<file path="src/vtd_ram.sv">
`timescale 1ns / 1ps

module vtd_ram #(
  parameter int WIDTH = 8,
  parameter int DEPTH = 32
) (
  input  logic                     clk,
  input  logic                     we,
  input  logic [$clog2(DEPTH)-1:0] waddr,
  input  logic [WIDTH-1:0]         wdata,
  input  logic                     re,
  input  logic [$clog2(DEPTH)-1:0] raddr,
  output logic [WIDTH-1:0]         rdata
);

  logic [WIDTH-1:0] mem [DEPTH];

  always_ff @(posedge clk) begin
    if (we) begin
      mem[waddr] <= wdata;
    end
    if (re) begin
      rdata <= mem[raddr];
    end
  end

endmodule

</file>
<file path="config.mk">
export PLATFORM = sky130hd
export DESIGN_NAME = vtd_ram
export DESIGN_NICKNAME = d
export VERILOG_FILES = /design/src/vtd_ram.sv
export SDC_FILE = /design/constraint.sdc
export NUM_CORES = 1
export LEC_CHECK = 0
export BUFFER_PORTS_ARGS = -buffer_cell sky130_fd_sc_hd__buf_2
export CAP_MARGIN = 20
export CORE_ASPECT_RATIO = 1.75
export CORE_MARGIN = 5
export CORE_UTILIZATION = 35
export DETAILED_ROUTE_END_ITERATION = 12
export HOLD_SLACK_MARGIN = 0.06
export PLACE_DENSITY_LB_ADDON = 0.08
export RECOVER_POWER = 25
export SLEW_MARGIN = 20
export SYNTH_ARGS = -nofsm -noshare
export SYNTH_HDL_FRONTEND = slang
export SYNTH_SLANG_ARGS = --single-unit
</file>
<file path="constraint.sdc">
create_clock -name clk -period 2.25 [get_ports clk]
set_clock_uncertainty 0.15 [all_clocks]
set_input_delay 0.1125 -clock clk [delete_from_list [all_inputs] [get_ports clk]]
set_output_delay 0.1125 -clock clk [all_outputs]
set_load 0.1 [all_outputs]
</file>
==> After elaboration in Yosys (flattened, before gate mapping) <==
Memory sizes are Yosys's and may differ from the RTL's. A register that Yosys moved wholly into a read port is not among the register bits.
Index checks and enable logic that the tools add are counted.
W data, S select, Z words.
{ "word_totals": {"ram_bits": 256, "memories": 1, "word_cells": 3, "register_bits": 0} }
{ "classes": {"muxes": 2} }
{ "memory_table": {"columns": ["name", "depth", "word_bits", "rd", "rd_ports_with_merged_regs", "write_ports", "line", "text"], "rows": [
  ["mem", 32, 8, 1, 1, 1, "16", "logic [WIDTH-1:0] mem [DEPTH];"]
]} }
{ "ops": {"columns": ["operator", "n"], "rows": [
  ["$mux W1", 2]
]} }

==> Depth between registers and ports, before layout <==
{ "depth": {"ltp_word": 2, "depth_mapped": 5} }

==> Worst setup path after synthesis <==
No wires, ideal clock.
{ "synth_path": {"path_kind": "input -> register", "startpoint": "input raddr[2]", "endpoint": "register rdata[0], read port of mem, data pin", "arrival_time_ns": 1.794, "path_slack_ns": 0.046, "stages": 5, "required_ns": 1.840, "cell_sequence": "clkbuf_1 clkbuf_1 mux4_2 mux4_2 mux2_2"} }
{ "synth_lines": {"columns": ["item", "line", "text"], "rows": [
  ["from (decl)", "12", "input logic [$clog2(DEPTH)-1:0] raddr,"],
  ["to (decl)", "13", "output logic [WIDTH-1:0] rdata"]
]} }

==> summary.txt <==
Endpoints failing setup: 0
EDFF count, synth: 264
Adder-Cell Fraction of Synth Area: 0
Number of DRC markers in iteration 0: 327
Routed WL: 24100 microns
Final layout net count: 525
Fmax achieved: 0.461 GHz
Clock-pin slew on the worst setup and hold paths: 60 ps
Period minus WS final: 2170 ps
Max-slew violations: 0
Synthesis-stage register bit count: 264
Io pins: 29
Post-synthesis mux area share: 0.187
Via count: 4515
Vias in the first global route: 4979
Post-route ant nets: 0
Setup TNS Final: 0 ps
Final core utilization: 0.413
# port buffers: 28
RD Place Congestion: 0.739
Synth Flop Type: edfxtp_1
Final period utilization: 0.963
Fillers: 2515
Sequential share of the synthesized area: 0.782
DP HPWL: 15900 microns
Placement Setup Slack: -129 ps
Largest family of logic cells by synthesized area: multiplexers
Tot GR Track Use: 0.149
Mapped Nets: 438
Synthesized area: 10100 sq um
Data required, critical path: 2370 ps
CP Launch Type: register
Later-pin clock latency in the skew report: 520 ps
Outcome: complete, no violations
ANT cells: 0
Number of buffers created by CTS: 25
Number of core rows: 82
Xor/xnor share of the synthesized area: 0
Synth cell count leaders: 264 x edfxtp_1, 80 x mux4_2, 33 x nor2_1
Core area: 28600 sq um
Most frequent cell after synthesis: edfxtp_1
Lkg Pwr: 0.00368 uW
WL/cell: 26.7 microns
Complex-gate fraction of the synthesized area: 0
Synth area leaders: edfxtp_1 78%, mux4_2 18%, nor2_1 1.2%
Crit path kind: reg2reg
Power, Total: 10200 uW
Crit end category: register
DRT Pass-1 Iters: 4
Asr flop ratio synth: 0
Slew @ Worst Pin: 840 ps
CTS Buffer Depth: 3
Total gr overflow: 0
Die H: 235 microns
Initial antenna violation count: 0
Largest net degree at the start of global routing: 33
Layout cell share with drive strength beyond 1: 0.339
Yosys cell types: 14
Post-Syn Area per Cell: 24.3 sq um
Vias/cell: 5.02
Cells after Synth: 417
Area fraction of the dominant cell type after synthesis: 0.782
Root Buffer: clkbuf_16
H-tree Lvls: 1
Max-slew headroom: 0.440
Hold violation total from the final report: 0
Synth area leader: edfxtp_1
TritonCTS clock tree: done
Power per cell area: 859 nW/um^2
Clock Sinks: 264
Area Overhead vs Synth: 16.8%
YS warnings: 0
Hold Path Class: in2reg
Setup ws final: 82.4 ps
Worst VDD drop: 560 uV
DIE WIDTH: 139 microns
Die Area: 32600 sq um
# DRC: 0
Simple-Gate Fraction of Synth Area: 0.0205
First-pass GRT wire length: 35300 microns
Initial Utilization: 0.354
Max cap viols: 0
Crit path max fanout: 1
RSZ-0062 raised after global routing: no
Placed cell area: 11000 sq um
Data arrival, critical path: 2290 ps
Final Instance Area: 11800 sq um
[metrics by stage]
step	hold WS [ps]	std cells
3_3_place_gp	396	845
4_1_cts	118	900
2_1_floorplan	61.4	417
5_1_grt	184	900
3_5_place_dp	413	845
6_report	168	900
[worst max-delay path, stage by stage (launching register included)]
cell      delay, ps
edfxtp_1        360
mux4_2          570
mux4_2          540
mux2_2          290
[cell type report]
| type | instances | area [sq um] | area share |
|---|---|---|---|
| clock buffer | 29 | 641 | 0.0541 |
| clock inverter | 16 | 130 | 0.0110 |
| multi-input combinational | 133 | 2100 | 0.177 |
| sequential | 264 | 7930 | 0.670 |
| tap | 378 | 473 | 0.0400 |
| timing repair buffer | 80 | 566 | 0.0478 |
[placed cells by master, fill, tap and decap left out, drive strengths merged]
master	Yosys	final
or3b	3	3
clkinv	0	12
inv	0	1
clkbuf	6	49
mux2	8	8
buf	14	50
bufinv	0	2
clkinvlp	0	1
nand2	1	1
mux4	80	80
edfxtp	264	264
or3	1	1
nor2	33	33
nand3	2	2
nand3b	5	5
dlygate4sd3	0	10
[per-layer routing]
layer | part of all wire | up-vias | GRT usage
li1 | - | 1957 | -
met4 | 0.030 | 0 | 0.0519
met3 | 0.028 | 34 | 0.0187
met1 | 0.38 | 2444 | 0.175
met5 | 0 | - | 0
met2 | 0.56 | 80 | 0.280
[what timing repair did]
action | in CTS | in global routing
buffers inserted | 0 | 0
hold endpoints to repair | 272 | 0
gates resized for setup | 0 | 0
hold buffers | 10 | 0
[registers in the layout, indices dropped and copies added (netlist names)]
| register | count |
|---|---|
| mem | 256 |
| rdata | 8 |
[logic make-up after synthesis]
logic type / count (synthesis)
DFF: 264
muxes: 88
and+or+nand+nor: 45
buffers and inverters: 20
[report_power, final]
part	internal, uW	switching (uW)
Sequential	5490	17.2
Clock	2270	1750
Combinational	248	401
[final timing paths]
path | slack (ps) | end | start | depth (start not counted)
worst max-delay path | 80 | rdata[6] | mem[7][6] | 3
worst min-delay path | 170 | mem[28][4] | waddr[2] | 4
worst max register to register | 80 | rdata[6] | mem[7][6] | 3
worst min register to register | 820 | rdata[0] | mem[28][0] | 3
(Power assumes the default switching activity.)
