<file path="src/vtd_pkg.sv">
`timescale 1ns / 1ps

package vtd_pkg;

  // table geometry; both sizes are powers of two
  localparam int MAX_VERTICES = 4096;
  localparam int TABLE_SLOTS  = 8192;
  localparam int INDEX_BITS   = 25;

  localparam int FIELD_BITS = 25;
  localparam int VID_BITS   = 12;
  localparam int SLOT_BITS  = $clog2(TABLE_SLOTS);
  localparam int CNT_BITS   = $clog2(MAX_VERTICES + 1);

  // hash mixing constants
  localparam logic [31:0] MIX_C_POS  = 32'h9E3779B1;
  localparam logic [31:0] MIX_C_TEX  = 32'h85EBCA77;
  localparam logic [31:0] MIX_C_NORM = 32'hC2B2AE3D;
  localparam logic [31:0] MIX_C_FIN  = 32'h2C1B3C6D;

  typedef enum logic [0:0] {
    OP_LOOKUP = 1'b0,
    OP_CLEAR  = 1'b1
  } opcode_t;

  typedef enum logic [1:0] {
    MIX_POS,
    MIX_TEX,
    MIX_NORM,
    MIX_FIN
  } mix_step_t;

  typedef struct packed {
    logic      en;
    mix_step_t step;
  } mix_ctrl_t;

  typedef struct packed {
    logic                  valid;
    logic [INDEX_BITS-1:0] pos_key;
    logic [INDEX_BITS-1:0] tex_key;
    logic [INDEX_BITS-1:0] norm_key;
    logic [VID_BITS-1:0]   vid;
  } slot_word_t;

  localparam int SLOT_WORD_BITS = $bits(slot_word_t);

  typedef enum logic [2:0] {
    ST_SWEEP,
    ST_IDLE,
    ST_HASH,
    ST_PROBE,
    ST_CMP,
    ST_REPLY
  } state_t;

endpackage

</file>
<file path="src/vtd_mix_unit.sv">
`timescale 1ns / 1ps

module vtd_mix_unit (
  input  logic                           clk,
  input  vtd_pkg::mix_ctrl_t             ctrl,
  input  logic [vtd_pkg::INDEX_BITS-1:0] pos_key,
  input  logic [vtd_pkg::INDEX_BITS-1:0] tex_key,
  input  logic [vtd_pkg::INDEX_BITS-1:0] norm_key,
  output logic [vtd_pkg::SLOT_BITS-1:0]  home_slot
);

  import vtd_pkg::*;

  logic [31:0] acc;
  logic [31:0] acc_next;
  logic [31:0] mul_a;
  logic [31:0] mul_c;
  logic [31:0] prod;
  logic [31:0] fold;

  // one 32x32 multiplier, low half kept, shared by all four steps
  always_comb begin
    mul_a = 32'(pos_key);
    mul_c = MIX_C_POS;
    case (ctrl.step)
      MIX_POS: begin
        mul_a = 32'(pos_key);
        mul_c = MIX_C_POS;
      end
      MIX_TEX: begin
        mul_a = 32'(tex_key);
        mul_c = MIX_C_TEX;
      end
      MIX_NORM: begin
        mul_a = 32'(norm_key);
        mul_c = MIX_C_NORM;
      end
      MIX_FIN: begin
        mul_a = acc ^ (acc >> 15);
        mul_c = MIX_C_FIN;
      end
      default: begin
        mul_a = 32'(pos_key);
        mul_c = MIX_C_POS;
      end
    endcase
  end

  assign prod = mul_a * mul_c;

  always_comb begin
    case (ctrl.step)
      MIX_TEX, MIX_NORM: acc_next = acc ^ prod;
      default:           acc_next = prod;
    endcase
  end

  always_ff @(posedge clk) begin
    if (ctrl.en) begin
      acc <= acc_next;
    end
  end

  assign fold      = acc ^ (acc >> 13);
  assign home_slot = fold[SLOT_BITS-1:0];

endmodule

</file>
<file path="config.mk">
export PLATFORM = sky130hd
export DESIGN_NAME = vtd_mix_unit
export DESIGN_NICKNAME = d
export VERILOG_FILES = /design/src/vtd_pkg.sv /design/src/vtd_mix_unit.sv
export SDC_FILE = /design/constraint.sdc
export NUM_CORES = 1
export LEC_CHECK = 0
export BUFFER_PORTS_ARGS = -buffer_cell sky130_fd_sc_hd__buf_4
export CAP_MARGIN = 15
export CORE_MARGIN = 2
export CORE_UTILIZATION = 50
export CTS_BUF_LIST = sky130_fd_sc_hd__clkbuf_8
export CTS_CLUSTER_SIZE = 14
export DETAILED_ROUTE_END_ITERATION = 10
export HOLD_SLACK_MARGIN = 0.06
export PLACE_DENSITY = 0.67
export SLEW_MARGIN = 20
export SYNTH_ARGS = -nofsm -noshare
export SYNTH_HDL_FRONTEND = slang
export SYNTH_SLANG_ARGS = --single-unit
</file>
<file path="constraint.sdc">
create_clock -name clk -period 17.82 [get_ports clk]
set_clock_uncertainty 0.2 [all_clocks]
set_input_delay 3.564 -clock clk [delete_from_list [all_inputs] [get_ports clk]]
set_output_delay 3.564 -clock clk [all_outputs]
set_load 0.02 [all_outputs]
</file>
Word-level counts from Yosys, hierarchy flattened --
Index checks and enable logic that the tools add are counted.
Operators by class: multipliers 1, equality and inequality tests 3, muxes and demuxes 3, bitwise logic cells 3, reductions and logical operators 2
Operators with widths (number):
- $pmux 32 s4 | 2
- $mul 32x32->32 | 1
- $mux 32 | 1
- $xor 32x17->32 | 1
- $xor 32x32->32 | 1
- $xor 13x13->13 | 1
- $eq 2x2->1 const B | 2
- $eq 2x1->1 const B | 1
- $logic_not 2->1 | 1
- $reduce_or 2->1 | 1
Word-level totals: register bits after elaboration 32, input bits 79, output and inout port bits 13

Longest topological paths before layout --
depth after elaboration 5, mapped depth 35, gate-level depth less buffers 32

Worst setup path before layout --
No wires, ideal clock.
kind input -> register, from input port ctrl[0] in the netlist's numbering, to register acc[31] (data pin), library setup time 258 ps, arrival 11482 ps, setup slack 5881 ps, cell stages on the path 31, buffers on the path 6, cell sequence inv_1 > ha_1 > buf_2 > buf_2 > buf_2 > buf_1 > clkbuf_1 > clkbuf_1 > nor2_1 > fa_1 > fa_1 > inv_1 > fa_1 > fa_1 > inv_1 > fa_1 > inv_1 > fa_1 > inv_1 > fa_1 > fa_1 > ha_1 > a21o_1 > a21o_1 > a21oi_1 > o211ai_1 > a21o_1 > a221o_1 > a211oi_1 > a21oi_1 > xnor2_1
On the way: word-level cells in the longest chain between the ends 5, elaborated cells on any way between the ends 10, those cells by class mul (1); eq/ne (3); mux (3); bitwise (1); reduce/logical (2)
Ends and longest elaborated chain:
- start, declared | RTL line vtd_mix_unit.sv:5 | input vtd_pkg::mix_ctrl_t ctrl,
- $eq 2x2->1, or another cell as far along | RTL line vtd_mix_unit.sv:25 | case (ctrl.step)
- $pmux 32 s4 | RTL line vtd_mix_unit.sv:25
- $mul 32x32->32 | RTL line vtd_mix_unit.sv:49 | assign prod = mul_a * mul_c;
- $xor 32x32->32 | RTL line vtd_mix_unit.sv:53 | MIX_TEX, MIX_NORM: acc_next = acc ^ prod;
- $mux 32 * | RTL line vtd_mix_unit.sv:52 | case (ctrl.step)
- net acc_next[31] | RTL line vtd_mix_unit.sv:15 | logic [31:0] acc_next;
- end signal, assigned | RTL line vtd_mix_unit.sv:60 | acc <= acc_next;
- end, declared | RTL line vtd_mix_unit.sv:14 | logic [31:0] acc;
Mark *: on every way through the listed nets, which the timed path passes. The rest lies on a longest branch. The select of a mux whose other input is x is not followed. A chain may end at the register's enable or synchronous reset.

Worst setup path in the final report --
Ends and elaborated chain as after synthesis.

==> results.py <==
metrics = {
    "setup_path": {
        "crit_arrival_ns": 12.83,
        "worstPathRequired_ns": 17.68,
        "cp_max_fo": 48,
        "worst-r2r-cell-count": 27,
        "timing_worst_setup_path_type": "in -> reg",
        "capture_instance_of_the_worst_register_to_register_path": "acc[31]",
        "worst_setup_path_start_kind": "input port",
        "crit-reg2reg-launch": "acc[27]",
        "critical_path.endpoint_type": "flop",
        "regToRegSetupSlack_ns": 8.35,
    },
    "synth": {
        "synth_enable_flop_cells": 32,
        "synth_warnings": 0,
        "mappedNetlistArea_mm2": 0.0168,
        "synth-seq-cells": 32,
        "synthDominantCellAreaShare": 0.480,
        "postSynthCellCount": 1764,
        "synth.top_cells.by_area": "sky130_fd_sc_hd__fa_1 (48%), sky130_fd_sc_hd__inv_1 (11%), sky130_fd_sc_hd__ha_1 (10%), sky130_fd_sc_hd__edfxtp_1 (5.7%), sky130_fd_sc_hd__xnor2_1 (4.7%)",
        "synth_cell_type_count": 63,
        "yosysSeqAreaShare": 0.0573,
        "synthArstFlopShare": 0,
        "predominant_post_synthesis_flop_cell": "sky130_fd_sc_hd__edfxtp_1",
        "synth_top_area_cell": "sky130_fd_sc_hd__fa_1",
        "postSynthNetCount": 2381,
        "syn-mean-instance-area_um2": 9.50,
    },
    "cells_and_area": {
        "design_area_mm2": 0.0180,
        "fin_cells": 2278,
        "antenna_cells": 0,
        "area_delta_synth_final_pct": 7.36,
        "top_register": "acc",
        "nets": 2447,
        "fin_util": 0.541,
        "reg_top3": "acc x32",
        "number_of_filler_instances_in_the_final_layout": 3145,
        "post_route_cells_drive_above_1_share": 0.0847,
        "largest_register_ffs": 32,
    },
    "worst_hold_path": {
        "worstHoldPathCells": 2,
        "hold_path_startpoint": "acc[0]",
        "min_path_type": "reg -> reg",
        "whs_endpoint": "acc[0]",
    },
    "sta": {
        "final-setup-viol-count": 0,
        "unrepaired_setup_endpoints_after_global_routing": "false",
        "achievable-frequency_mhz": 77.1,
        "hold_viol": 0,
        "finalSetupTns_ns": 0,
        "finalMaxSlewViolations": 0,
        "pin_slew_with_the_least_headroom_to_its_limit_ns": 1.16,
        "layout_min_cycle_time_ns": 12.97,
        "post-route-period-util": 0.728,
        "max_slew_margin": 0.229,
    },
    "global_route": {
        "grt_usage": 0.340,
        "grt_max_degree": 53,
        "gr-total-overflow": 0,
        "antenna_found_initial": 1,
        "number_of_global_route_vias_before_repair": 13700,
        "grt_first_pass_wirelength_mm": 86.6,
    },
    "clock_network": {
        "cts-hold-fix-buffers": 0,
        "cts_buffers": 5,
        "worstSkewPairLatency_ns": 0.30,
        "clockRootBuffer": "sky130_fd_sc_hd__clkbuf_8",
        "cts.htree.levels": 2,
        "tritoncts": "built",
        "cts_sinks": 32,
        "cts.repair_timing.setup_buffer_count": 0,
        "path_clk_slew_ns": 0.08,
        "clock_tree.buffer_depth": 2,
        "cells_resized_by_post_cts_repair": 0,
    },
    "drt": {
        "wl_per_cell_um": 25.0,
        "drc": 0,
        "drtIter0Drc": 1355,
        "via_per_inst": 5.48,
        "drtPass1Iterations": 9,
        "postRouteWirelength_mm": 57.0,
        "ant_nets": 0,
        "via_count": 12500,
    },
    "status": {
        "run_status": "complete, no violations",
    },
    "placed_design": {
        "place.gp.congestion": 0.995,
        "post_place_instance_area_mm2": 0.0179,
        "dp_cells": 2271,
        "final_hpwl_from_detailed_placement_mm": 50.0,
        "buffer_ports.inserted": 91,
    },
    "die": {
        "placementRows": 67,
        "die_y_um": 187,
        "floorplan.core_area_mm2": 0.0333,
        "ioPinCount": 92,
        "floorplan.initialDensity": 0.504,
        "die-area_mm2": 0.0350,
        "die_w_um": 187,
    },
    "job": {
        "drv.max_cap_violation_count": 0,
    },
}
-- synth_stat cells (11+ instances only) --
master / instances
sky130_fd_sc_hd__a21o_1: 15
sky130_fd_sc_hd__a21oi_1: 26
sky130_fd_sc_hd__a222oi_1: 19
sky130_fd_sc_hd__and2_1: 33
sky130_fd_sc_hd__buf_2: 14
sky130_fd_sc_hd__clkbuf_1: 26
sky130_fd_sc_hd__edfxtp_1: 32
sky130_fd_sc_hd__fa_1: 402
sky130_fd_sc_hd__ha_1: 136
sky130_fd_sc_hd__inv_1: 490
sky130_fd_sc_hd__nand2_1: 120
sky130_fd_sc_hd__nand2b_1: 19
sky130_fd_sc_hd__nor2_1: 132
sky130_fd_sc_hd__nor2b_1: 11
sky130_fd_sc_hd__o21ai_0: 26
sky130_fd_sc_hd__or2_2: 17
sky130_fd_sc_hd__xnor2_1: 90
sky130_fd_sc_hd__xor2_1: 48
-- metrics by stage --
stage	hold WS, ns	worst slack (ns)
after floorplan	0.463	5.88
after detailed placement	0.513	4.64
after CTS	0.532	4.94
after global placement	0.492	4.64
after global routing	0.564	4.39
final	0.533	4.85
-- cell families (layout without fill, tap and decap cells) --
logic type | after synthesis | after routing | synth area share
AND/OR/NAND/NOR | 372 | 372 | 0.101
flip-flops | 32 | 32 | 0.0573
AO/OA/AOI/OAI | 132 | 132 | 0.0555
adder cells (fa/ha/maj) | 538 | 538 | 0.581
multiplexers | 6 | 6 | 0.00381
XOR/XNOR | 142 | 142 | 0.0771
buffers and inverters | 542 | 608 | 0.123
-- cells in the final DEF, fill, tap and decap left out, types with 4 or more instances in the layout --
cell type / netlist / final
sky130_fd_sc_hd__o21ai_1: 7 / 7
sky130_fd_sc_hd__o21a_1: 4 / 4
sky130_fd_sc_hd__inv_2: 5 / 5
sky130_fd_sc_hd__nor2_2: 3 / 5
sky130_fd_sc_hd__nand3_1: 6 / 6
sky130_fd_sc_hd__nand2_1: 120 / 120
sky130_fd_sc_hd__inv_1: 490 / 491
sky130_fd_sc_hd__xnor2_1: 90 / 90
sky130_fd_sc_hd__edfxtp_1: 32 / 32
sky130_fd_sc_hd__nor2b_1: 11 / 11
sky130_fd_sc_hd__nand2b_1: 19 / 19
sky130_fd_sc_hd__clkbuf_8: 0 / 5
sky130_fd_sc_hd__a211oi_1: 4 / 4
sky130_fd_sc_hd__and2_1: 33 / 33
sky130_fd_sc_hd__and3_1: 8 / 8
sky130_fd_sc_hd__buf_4: 0 / 105
sky130_fd_sc_hd__a22oi_1: 6 / 6
sky130_fd_sc_hd__a21o_1: 15 / 15
sky130_fd_sc_hd__nor2_1: 132 / 130
sky130_fd_sc_hd__a222oi_1: 19 / 19
sky130_fd_sc_hd__or2_2: 17 / 17
sky130_fd_sc_hd__a21oi_1: 26 / 26
sky130_fd_sc_hd__or3_1: 6 / 6
sky130_fd_sc_hd__xor2_1: 48 / 48
sky130_fd_sc_hd__fa_1: 402 / 402
sky130_fd_sc_hd__ha_1: 136 / 135
sky130_fd_sc_hd__o21ai_0: 26 / 25
-- critical path, stage by stage --
cell and delay [ns]:
sky130_fd_sc_hd__buf_4 0.13, sky130_fd_sc_hd__inv_1 0.11, sky130_fd_sc_hd__ha_2 0.70, sky130_fd_sc_hd__buf_4 0.56, sky130_fd_sc_hd__inv_1 0.37, sky130_fd_sc_hd__a21oi_1 0.60
sky130_fd_sc_hd__inv_1 0.33, sky130_fd_sc_hd__nor2_1 0.37, sky130_fd_sc_hd__fa_1 0.50, sky130_fd_sc_hd__fa_1 0.49, sky130_fd_sc_hd__inv_1 0.05, sky130_fd_sc_hd__fa_1 0.48
sky130_fd_sc_hd__fa_1 0.54, sky130_fd_sc_hd__inv_1 0.05, sky130_fd_sc_hd__fa_1 0.48, sky130_fd_sc_hd__fa_1 0.45, sky130_fd_sc_hd__fa_1 0.44, sky130_fd_sc_hd__fa_1 0.48
sky130_fd_sc_hd__ha_1 0.40, sky130_fd_sc_hd__and2_1 0.21, sky130_fd_sc_hd__o21ai_0 0.15, sky130_fd_sc_hd__o211ai_1 0.10, sky130_fd_sc_hd__a21o_1 0.20, sky130_fd_sc_hd__a221o_1 0.37
sky130_fd_sc_hd__a211oi_1 0.35, sky130_fd_sc_hd__a21oi_1 0.15, sky130_fd_sc_hd__xnor2_1 0.15
-- layout make-up --
| cell class | instances | area, um^2 | share of cell area |
|---|---|---|---|
| tap | 448 | 561 | 0.0311 |
| sequential | 32 | 961 | 0.0534 |
| inverter | 495 | 1860 | 0.103 |
| clock buffer | 5 | 68.8 | 0.00382 |
| timing repair buffer | 106 | 793 | 0.0441 |
| clock inverter | 2 | 8.76 | 0.000487 |
| multi-input combinational | 1190 | 13700 | 0.764 |
-- how the worst max path moves through the flow --
stage,from,end,slack [ns],depth (start not counted)
finish,ctrl[0],acc[31],4.85,27
global route,ctrl[1],acc[30],4.39,28
CTS,ctrl[0],acc[31],4.94,31
detailed placement,ctrl[0],acc[31],4.64,27
global placement,ctrl[0],acc[31],4.64,30
floorplan,ctrl[0],acc[31],5.88,31
-- metal layers --
| layer | GRT usage | part of all wire | wire [um] | vias to the layer above |
|---|---|---|---|---|
| met2 | 0.554 | 0.47 | 27000 | 617 |
| li1 | - | - | - | 5360 |
| met1 | 0.466 | 0.40 | 22700 | 6383 |
| met4 | 0.136 | 0.052 | 2980 | 0 |
| met5 | 0 | 0 | 0 | - |
| met3 | 0.0422 | 0.076 | 4360 | 113 |
Power is left out: the tool's default activity adds up to more than one toggle a clock period on the data nets, which glitch-free logic cannot reach.
